## config.mk

```make
export PLATFORM = sky130hd
export DESIGN_NAME = vtn_cfg
export DESIGN_NICKNAME = d
export VERILOG_FILES = /design/src/design/vtn_pkg.sv /design/src/design/vtn_cfg.sv
export SDC_FILE = /design/constraint.sdc
export NUM_CORES = 2
export LEC_CHECK = 0
export BUFFER_PORTS_ARGS = -buffer_cell sky130_fd_sc_hd__buf_2
export CORE_MARGIN = 3
export CORE_UTILIZATION = 50
export CTS_CLUSTER_SIZE = 25
export DETAILED_ROUTE_END_ITERATION = 8
export GPL_TIMING_DRIVEN = 0
export PLACE_DENSITY = 0.72
export SLEW_MARGIN = 30
export SYNTH_ARGS = -nofsm -noshare
export SYNTH_HDL_FRONTEND = slang
export SYNTH_SLANG_ARGS = --single-unit
```

## constraint.sdc

```tcl
create_clock -name clk -period 31.9 [get_ports clk]
set_clock_uncertainty 0.15 [all_clocks]
set_input_delay 4.785 -clock clk [delete_from_list [all_inputs] [get_ports clk]]
set_output_delay 4.785 -clock clk [all_outputs]
set_load 0.02 [all_outputs]
```

## src/design/vtn_pkg.sv

```systemverilog
`timescale 1ns / 1ps
package vtn_pkg;

  // coefficient format and derived widths
  localparam int CW        = 16;
  localparam int COF_SHIFT = (2 * CW > 32) ? 2 * CW - 32 : 0;
  localparam int COFW      = 2 * CW + 1;
  localparam int DW        = CW + COFW + 2;
  localparam int NMW       = 32;
  localparam int AW        = CW + 19;
  localparam int NPW       = NMW + 16;
  localparam int VW        = NPW + 2;
  localparam int NG        = (VW + 7) / 8;
  localparam int GW        = $clog2(NG);
  localparam int RW        = 16;
  localparam int RSW       = 2 * RW;
  localparam int L2W       = 2 * RW + 2;
  localparam int UW        = 16;
  localparam int UNIT_SH   = 30;
  localparam int FRONT_DEPTH = 5;

  localparam logic [1:0] REG_ROW_X = 2'd0;
  localparam logic [1:0] REG_ROW_Y = 2'd1;
  localparam logic [1:0] REG_ROW_Z = 2'd2;

  localparam logic [63:0] ROW_X_RST = 64'd4096;
  localparam logic [63:0] ROW_Y_RST = 64'd1 << 28;
  localparam logic [63:0] ROW_Z_RST = 64'd1 << 44;
  localparam logic [NMW-1:0] NM_ONE = NMW'((64'd1 << 24) >> COF_SHIFT);

  typedef enum logic [1:0] {CF_IDLE, CF_COF, CF_DET, CF_SIGN} cf_state_t;

  typedef logic [2:0][63:0] rows_t;
  typedef logic [2:0][2:0][NMW-1:0] nm_t;

  typedef struct packed {
    logic signed [15:0] px;
    logic signed [15:0] py;
    logic signed [15:0] pz;
    logic [2:0]         neg;
    logic               degen;
  } side_t;

  // coefficient col of a row; bits past the top of the row read as zero
  function automatic logic signed [CW-1:0] coef_of(input logic [63:0] row, input int col);
    logic [63+CW:0] padded;
    padded = {{CW{1'b0}}, row};
    return padded[col*CW +: CW];
  endfunction

endpackage

```

## src/design/vtn_cfg.sv

```systemverilog
`timescale 1ns / 1ps
module vtn_cfg import vtn_pkg::*; (
  input  logic        clk,
  input  logic        rst_n,
  input  logic        psel,
  input  logic        penable,
  input  logic        pwrite,
  input  logic [4:0]  paddr,
  input  logic [63:0] pwdata,
  output logic [63:0] prdata,
  output logic        pready,
  output rows_t       rows,
  output nm_t         nm,
  output logic        busy
);

  rows_t rows_r;
  nm_t   nm_r;
  cf_state_t st_r, st_nxt;
  logic [1:0] ci_r, cj_r, ci_nxt, cj_nxt;
  logic signed [COFW-1:0] cof_r [0:2][0:2];
  logic signed [DW-1:0] det_r;
  logic cof_we, det_we, nm_we, det_clr;

  logic [1:0] widx;
  logic wr_ok;
  logic [1:0] i1, i2, j1, j2;
  logic signed [2*CW-1:0] m1, m2;
  logic signed [COFW-1:0] cofv;
  logic signed [CW+COFW-1:0] dprod;
  logic signed [COFW-1:0] csh;
  logic signed [63:0] s64, sv;
  logic [NMW-1:0] nmv;

  function automatic logic [1:0] inc3(input logic [1:0] v);
    return (v == 2'd2) ? 2'd0 : v + 2'd1;
  endfunction

  function automatic logic signed [CW-1:0] ac(input logic [1:0] i, input logic [1:0] j);
    return coef_of(rows_r[i], int'(j));
  endfunction

  assign widx  = paddr[4:3];
  assign wr_ok = psel && penable && pwrite &&
                 (widx == REG_ROW_X || widx == REG_ROW_Y || widx == REG_ROW_Z);
  assign pready = 1'b1;
  assign rows   = rows_r;
  assign nm     = nm_r;

  always_comb begin
    unique case (widx)
      REG_ROW_X: prdata = rows_r[0];
      REG_ROW_Y: prdata = rows_r[1];
      REG_ROW_Z: prdata = rows_r[2];
      default:   prdata = '0;
    endcase
  end

  // next state; a row write always restarts the rebuild from the first cofactor
  always_comb begin
    st_nxt = st_r;
    ci_nxt = ci_r;
    cj_nxt = cj_r;
    if (wr_ok) begin
      st_nxt = CF_COF;
      ci_nxt = 2'd0;
      cj_nxt = 2'd0;
    end else begin
      unique case (st_r)
        CF_IDLE: begin
          st_nxt = CF_IDLE;
        end
        CF_COF, CF_SIGN: begin
          if (cj_r == 2'd2) begin
            cj_nxt = 2'd0;
            if (ci_r == 2'd2) begin
              ci_nxt = 2'd0;
              st_nxt = (st_r == CF_COF) ? CF_DET : CF_IDLE;
            end else begin
              ci_nxt = ci_r + 2'd1;
            end
          end else begin
            cj_nxt = cj_r + 2'd1;
          end
        end
        CF_DET: begin
          if (cj_r == 2'd2) begin
            cj_nxt = 2'd0;
            st_nxt = CF_SIGN;
          end else begin
            cj_nxt = cj_r + 2'd1;
          end
        end
      endcase
    end
  end

  // outputs
  always_comb begin
    busy    = (st_r != CF_IDLE);
    cof_we  = (st_r == CF_COF);
    det_we  = (st_r == CF_DET);
    nm_we   = (st_r == CF_SIGN);
    det_clr = (st_r == CF_IDLE) || (st_r == CF_COF);
  end

  always_comb begin
    i1 = inc3(ci_r);
    i2 = inc3(i1);
    j1 = inc3(cj_r);
    j2 = inc3(j1);
    m1 = ac(i1, j1) * ac(i2, j2);
    m2 = ac(i1, j2) * ac(i2, j1);
    cofv = COFW'(m1) - COFW'(m2);
    dprod = ac(2'd0, cj_r) * cof_r[0][cj_r];
    csh = cof_r[ci_r][cj_r] >>> COF_SHIFT;
    s64 = 64'(csh);
    if (det_r < 0)      sv = -s64;
    else if (det_r > 0) sv = s64;
    else                sv = '0;
    if (sv > 64'sd2147483647)       nmv = 32'h7fff_ffff;
    else if (sv < -64'sd2147483648) nmv = 32'h8000_0000;
    else                            nmv = sv[NMW-1:0];
  end

  always_ff @(posedge clk) begin
    if (!rst_n) begin
      st_r <= CF_IDLE;
      ci_r <= '0;
      cj_r <= '0;
      rows_r[0] <= ROW_X_RST;
      rows_r[1] <= ROW_Y_RST;
      rows_r[2] <= ROW_Z_RST;
      for (int i = 0; i < 3; i++) begin
        for (int j = 0; j < 3; j++) begin
          nm_r[i][j] <= (i == j) ? NM_ONE : '0;
        end
      end
    end else begin
      st_r <= st_nxt;
      ci_r <= ci_nxt;
      cj_r <= cj_nxt;
      if (wr_ok) rows_r[widx] <= pwdata;
      if (nm_we) nm_r[ci_r][cj_r] <= nmv;
    end
  end

  always_ff @(posedge clk) begin
    if (cof_we) cof_r[ci_r][cj_r] <= cofv;
    if (det_clr)     det_r <= '0;
    else if (det_we) det_r <= det_r + DW'(dprod);
  end

endmodule

```

---- After elaboration in Yosys (flattened, before gate mapping) ----
Memories as Yosys holds them, arrays and structs flattened. A register that Yosys moved wholly into a read port is not among the register bits.
Index checks and enable logic that the tools add are counted.
storage, ports and cells
  flip-flop bits (word level) ............. 537
  memory bits (writable) .................. 297
  input port bits ......................... 74
  logic and storage cells ................. 122
  memories kept ........................... 1
operators by class
  add/subtract/negate cells ............... 7
  multipliers ............................. 3
  magnitude comparators ................... 14
  equal/unequal tests ..................... 15
  shifts and indexed selects .............. 5
  mux-type cells .......................... 39
  bitwise logic cells ..................... 2
  reductions and logical operators ........ 19
memories
  name   depth  bits a word  read ports  clocked after memory_dff  write ports  RTL line       text
  cof_r  3      99           2           1                         1            vtn_cfg.sv:21  logic signed [COFW-1:0] cof_r [0:2][0:2];
operators by type and width
  operator              count
  $shiftx 80x7->16      5
  $mux 64               5
  $bwmux 288            1
  $bmux 64 s2           2
  $bwmux 192            1
  $demux 96 s2          1
  $pmux 64 s3           1
  $mux 33               5
  $bmux 33 s2           2
  $demux 64 s2          1
  $mux 99               1
  $mux 32               3
  $mux 96               1
  $demux 33 s2          1
  $demux 32 s2          1
  $gt 64x32->1 const B  1
  $lt 64x32->1 const B  1
  $mul 16x16->32        2
  $neg 33->64           1
  $add 51x49->51        1
  $gt 51x1->1 const B   1
  $lt 51x1->1 const B   1
  $mul 16x33->49        1
  $sub 32x32->33        1
  other kinds (24)      63

---- Longest topological paths before layout ----
  word-level depth ........................ 10
  mapped depth ............................ 38
  depth with buffers taken out ............ 34

---- Least setup slack after synthesis ----
Ideal clock, no wire load.
  kind .................................... in2out
  start point ............................. input paddr[3]
  end point ............................... output prdata[53]
  data arrival time ....................... 6.452 ns
  slack ................................... 20.513 ns
  cell stages on the path ................. 5
  path buffers ............................ 3
  path through ............................ clkbuf_1 -> clkbuf_1 -> buf_1 -> mux2i_1 -> o21ai_0
between the ends
  cells in the longest elaborated chain, start to end .. 2
RTL lines
  element                             RTL line       text
  start, declared                     vtn_cfg.sv:8   input logic [4:0] paddr,
  $eq 2x2->1 (tied with other cells)  vtn_cfg.sv:51  unique case (widx)
  $pmux 64 s3 (*)                     vtn_cfg.sv:51
  end, declared                       vtn_cfg.sv:10  output logic [63:0] prdata,
Mark *: on every way between the ends. The rest lies on a longest branch, timed or not.

---- Final worst setup path ----
  start point ............................. register cj_r[1]
  end point ............................... memory cof_r[2][64] (netlist bit), data pin
between the ends
  cells in the longest elaborated chain, start to end .. 7
RTL lines
  element                                           RTL line                        text
  start, declared                                   vtn_cfg.sv:20                   logic [1:0] ci_r, cj_r, ci_nxt, cj_nxt;
  start signal, assigned                            vtn_cfg.sv:142                  cj_r <= cj_nxt;
  $add 2x1->2 / $eq 2x2->1 (equally long branches)  vtn_cfg.sv:36                   return (v == 2'd2) ? 2'd0 : v + 2'd1;
  $mux 2 (*)                                        vtn_cfg.sv:36
  $add 2x1->2 / $eq 2x2->1 (equally long branches)  vtn_cfg.sv:36
  $mux 2                                            vtn_cfg.sv:36
  $shiftx 80x7->16                                  vtn_pkg.sv:48                   return padded[col*CW +: CW];
  $mul 16x16->32 (on tied branches)                 vtn_cfg.sv:112, vtn_cfg.sv:113
  $sub 32x32->33 (*)                                vtn_cfg.sv:114                  cofv = COFW'(m1) - COFW'(m2);
  via cofv[31]                                      vtn_cfg.sv:29                   logic signed [COFW-1:0] cofv;
  end, declared                                     vtn_cfg.sv:21
Mark *: on every way through the listed nets, which the timed path passes. The rest lies on a longest branch.

==> impl_metrics.csv <==
group,metric,value,unit
outcome,status,"finished, final reports clean",
synth,synth-main-ff-cell,"dfxtp_1",
placed_design,hpwl,249000,µm
worst_setup_path,crit_family,"buffers and inverters",
synth,proportion_of_synthesized_chip_area_in_sequential_cells,25.9,%
job,drv.max_cap_violation_count,0,
detailed_routing,post_drt_via_cell_ratio,5.99,
pwr,p_comb_share,43.2,%
timing,worst_slew_pin_slew,1.13,ns
finish,fillerInstances,13400,
placed_design,placement.cell_area,0.0827,mm²
detailed_routing,postRouteAntennaNets,0,
synth,synth_xor_xnor_area_share,1.33,%
timing,setup_repair_after_global_routing_missed_its_margin,"false",
synth,synth_warnings,0,
worst_setup_path,timing.critical_path.mode_cell,"fa_1",
floorplan,io_pins,620,
worst_setup_path,critical_path_buf_inv_count,10,
synth,top_cell_type_s_share_of_synthesized_area,30.2,%
worst_setup_path,worstPathRequired,32.09,ns
synth,post_synth_main_area_contributors,"fa_1 (30%), dfxtp_1 (14%), edfxtp_1 (12%), nand2_1 (6.2%), inv_1 (5.8%)",
synth,synthesized_netlist_net_count,9633,
global_routing,grt_use_total,38.4,%
synth,synth_seq_cells,836,
pwr,design_power_total,0.00430,W
floorplan,start_util,50.6,%
floorplan,placement_rows,142,
synth,yosys.area.top_type,"fa_1",
timing,setup_viol,0,
pwr,power_per_cell_area,50.1,mW/mm²
clock_network,clk_transition_reported_paths,0.07,ns
timing,final_period_minus_worst_setup_slack,14.32,ns
worst_setup_path,critical_path_source_type,"register",
finish,drive_gt1_share,11.6,%
global_routing,number_of_antenna_violations_at_the_first_check_in_global_routing,29,
synth,synthAdderAreaFrac,35.2,%
timing,setup-tns-final,0,ns
detailed_routing,drtPass1Iterations,6,
global_routing,pin_count_of_the_biggest_net_entering_global_routing,34,
pwr,cell_int_power,0.00251,W
timing,finalHoldViolations,0,
finish,final_cell_area,0.0858,mm²
detailed_routing,routed-via-count,65600,
detailed_routing,drt_first_iter_violations,7415,
synth,multiplexer_area_fraction_after_synthesis,6.07,%
detailed_routing,wire_per_inst,27.7,µm
synth,synth.avg_cell_area,9.40,µm²
timing,maxSlewHeadroom,24.2,%
worst_setup_path,timing.critical_path.to_type,"register",
synth,synthMostInstantiatedCell,"nand2_1",
clock_network,cts_buffers,87,
finish,post-route-util,56.9,%
clock_network,cts_resized,0,
clock_network,tritoncts,"done",
clock_network,cts-htree-levels,3,
timing,final.period_utilization,44.9,%
hold_path,hold_removal_path_class,"reg -> reg",
synth,compound_gate_portion_of_the_synthesized_area,10.9,%
placed_design,portBuffers,614,
synth,post_synth_edffs,297,
pwr,pleak,36.1,nW
pwr,p_sw_share,41.7,%
finish,nNetsFinal,10400,
timing,slew_viol_final,0,
clock_network,clk_path_buf_depth,3,
floorplan,fp.dieW,396,µm
worst_setup_path,critical_path_arrival,14.51,ns
detailed_routing,routed_wirelength,304000,µm
global_routing,first_pass_grt_wire_length,442000,µm
clock_network,clock_sink_count,836,
placed_design,place_ws,18.02,ns
global_routing,global_route.overflow_total,0,
timing,fmax,0.0698,GHz
synth,synth-simple-area-share,12.6,%
floorplan,die_y,396,µm
synth,synth_top_family_by_area,"adder cells",
synth,synth-async-reset-ratio,0,%
pwr,p_clk_share,24.8,%
worst_setup_path,crit_slowest_cell,"clkbuf_1",
clock_network,postCtsHoldBufs,0,
synth,syn-cell-area,0.0762,mm²
synth,netlist_instances,8107,
placed_design,routabilityCongestion,1.06,
worst_setup_path,max_stage_delay,0.84,ns
global_routing,vias_in_the_first_global_route,66100,
worst_setup_path,path_class,"reg -> reg",
floorplan,core-area,0.151,mm²
timing,fin_ws,17.58,ns
finish,synthToLayoutAreaGrowth,12.6,%
detailed_routing,drc,0,
clock_network,skew_pair_late_insertion_delay,0.74,ns
pwr,p_seq_share,32.0,%
pwr,power.switching,0.00179,W
synth,synth_cell_type_count,83,
worst_setup_path,crit_fanout,10,
clock_network,ctsRootBufferMaster,"clkbuf_16",
floorplan,full_die_area,0.157,mm²
synth,yosys-top-cells-count,"nand2_1 (1252), inv_1 (1184), fa_1 (1149)",
clock_network,number_of_setup_buffers_added_after_cts,0,
pwr,vdd_ir_drop_max,156,µV
kinds of logic after synthesis:
kind of cell | Yosys count
and+or+nand+nor | 2335
buffers and inverters | 1616
adders and majority gates | 1452
xor gates and xnor gates | 116
other | 1
AOI/OAI and AO/OA | 1310
DFF | 836
muxes | 441
routing by layer:
metal  part of all wire [%]  up-vias  track usage [%]
li1                       -    27300                -
met1                     36    32900             49.0
met2                     43     4393             57.8
met3                     14      988             12.7
met4                    6.9       10             21.2
met5                  0.021        -                0
sequential cells by signal, summed over array words and instances, names as in the netlist, named ones only:
name,count
rows,192
det_r,51
cof_r,297
st_r,2
cj_r,2
nm,288
ci_r,2
worst paths after layout:
kind                              start            to  slack, ns  cells after the start
worst min register to register  nm[168]       nm[168]       0.30                      2
worst max register to register  cj_r[1]  cof_r[2][64]      17.58                     32
worst max-delay path            cj_r[1]  cof_r[2][64]      17.58                     32
worst min-delay path            nm[168]       nm[168]       0.30                      2
power groups by stage:
stage	logic (W)	clock network [W]	registers [W]
global route	0.00195	0.00111	0.00138
CTS	0.00180	0.00107	0.00137
floorplan	0.000997	0	0.00139
detailed placement	0.00179	0	0.00140
global placement	0.00166	0	0.00140
finish	0.00186	0.00107	0.00138
layout by cell type (no fill, tap or decap), types with 17 or more instances in the layout:
| cell type | synthesis | final |
|---|---|---|
| nand2_1 | 1252 | 1252 |
| inv_1 | 1184 | 1184 |
| fa_1 | 1149 | 1149 |
| nor2_1 | 731 | 725 |
| buf_2 | 16 | 635 |
| dfxtp_1 | 539 | 539 |
| mux2i_1 | 404 | 404 |
| o21ai_0 | 369 | 359 |
| clkbuf_1 | 353 | 357 |
| a21oi_1 | 353 | 331 |
| ha_1 | 303 | 303 |
| edfxtp_1 | 297 | 297 |
| a21boi_0 | 198 | 198 |
| clkbuf_16 | 0 | 87 |
| a21o_1 | 77 | 77 |
| xnor2_1 | 88 | 70 |
| nor2b_1 | 49 | 49 |
| nand3_1 | 48 | 48 |
| buf_1 | 50 | 44 |
| or2_2 | 44 | 44 |
| and2_1 | 44 | 43 |
| nand2b_1 | 40 | 40 |
| o21ai_1 | 51 | 38 |
| a22o_1 | 37 | 37 |
| o22ai_1 | 36 | 36 |
| a211oi_1 | 34 | 34 |
| xor2_1 | 28 | 26 |
| nor3_1 | 34 | 26 |
| a21oi_2 | 1 | 23 |
| o21ai_2 | 0 | 22 |
| diode_2 | 0 | 21 |
| mux2_2 | 21 | 21 |
| a211o_1 | 21 | 21 |
| and3_1 | 20 | 20 |
| nor4_1 | 21 | 20 |
| buf_4 | 5 | 19 |
| xnor2_2 | 0 | 18 |
| clkbuf_2 | 0 | 17 |
| o21a_1 | 17 | 17 |
| buf_6 | 8 | 17 |
tightest hold or removal path, stage by stage, from the launching register on:
cell and delay, ns:
dfxtp_1 0.32, nand2_1 0.04, o21ai_0 0.05
area by class of cell:
| type | count | area (µm²) | area share [%] |
|---|---|---|---|
| tap | 2016 | 2520 | 2.94 |
| timing repair buffer | 650 | 3560 | 4.16 |
| inverter | 1184 | 4440 | 5.18 |
| antenna | 21 | 52.6 | 0.0613 |
| clock buffer | 120 | 2450 | 2.85 |
| clock inverter | 36 | 541 | 0.630 |
| sequential | 836 | 19700 | 23.0 |
| buffer | 432 | 1740 | 2.03 |
| multi-input combinational | 5655 | 50800 | 59.2 |
through the flow:
step	hold slack (ns)	instances
6_report	0.299	11000
5_1_grt	0.328	10900
4_1_cts	0.301	10900
3_5_place_dp	0.289	10800
3_3_place_gp	0.280	10700
2_1_floorplan	0.304	8107
Note: power is estimated with default switching activity, not from simulation.
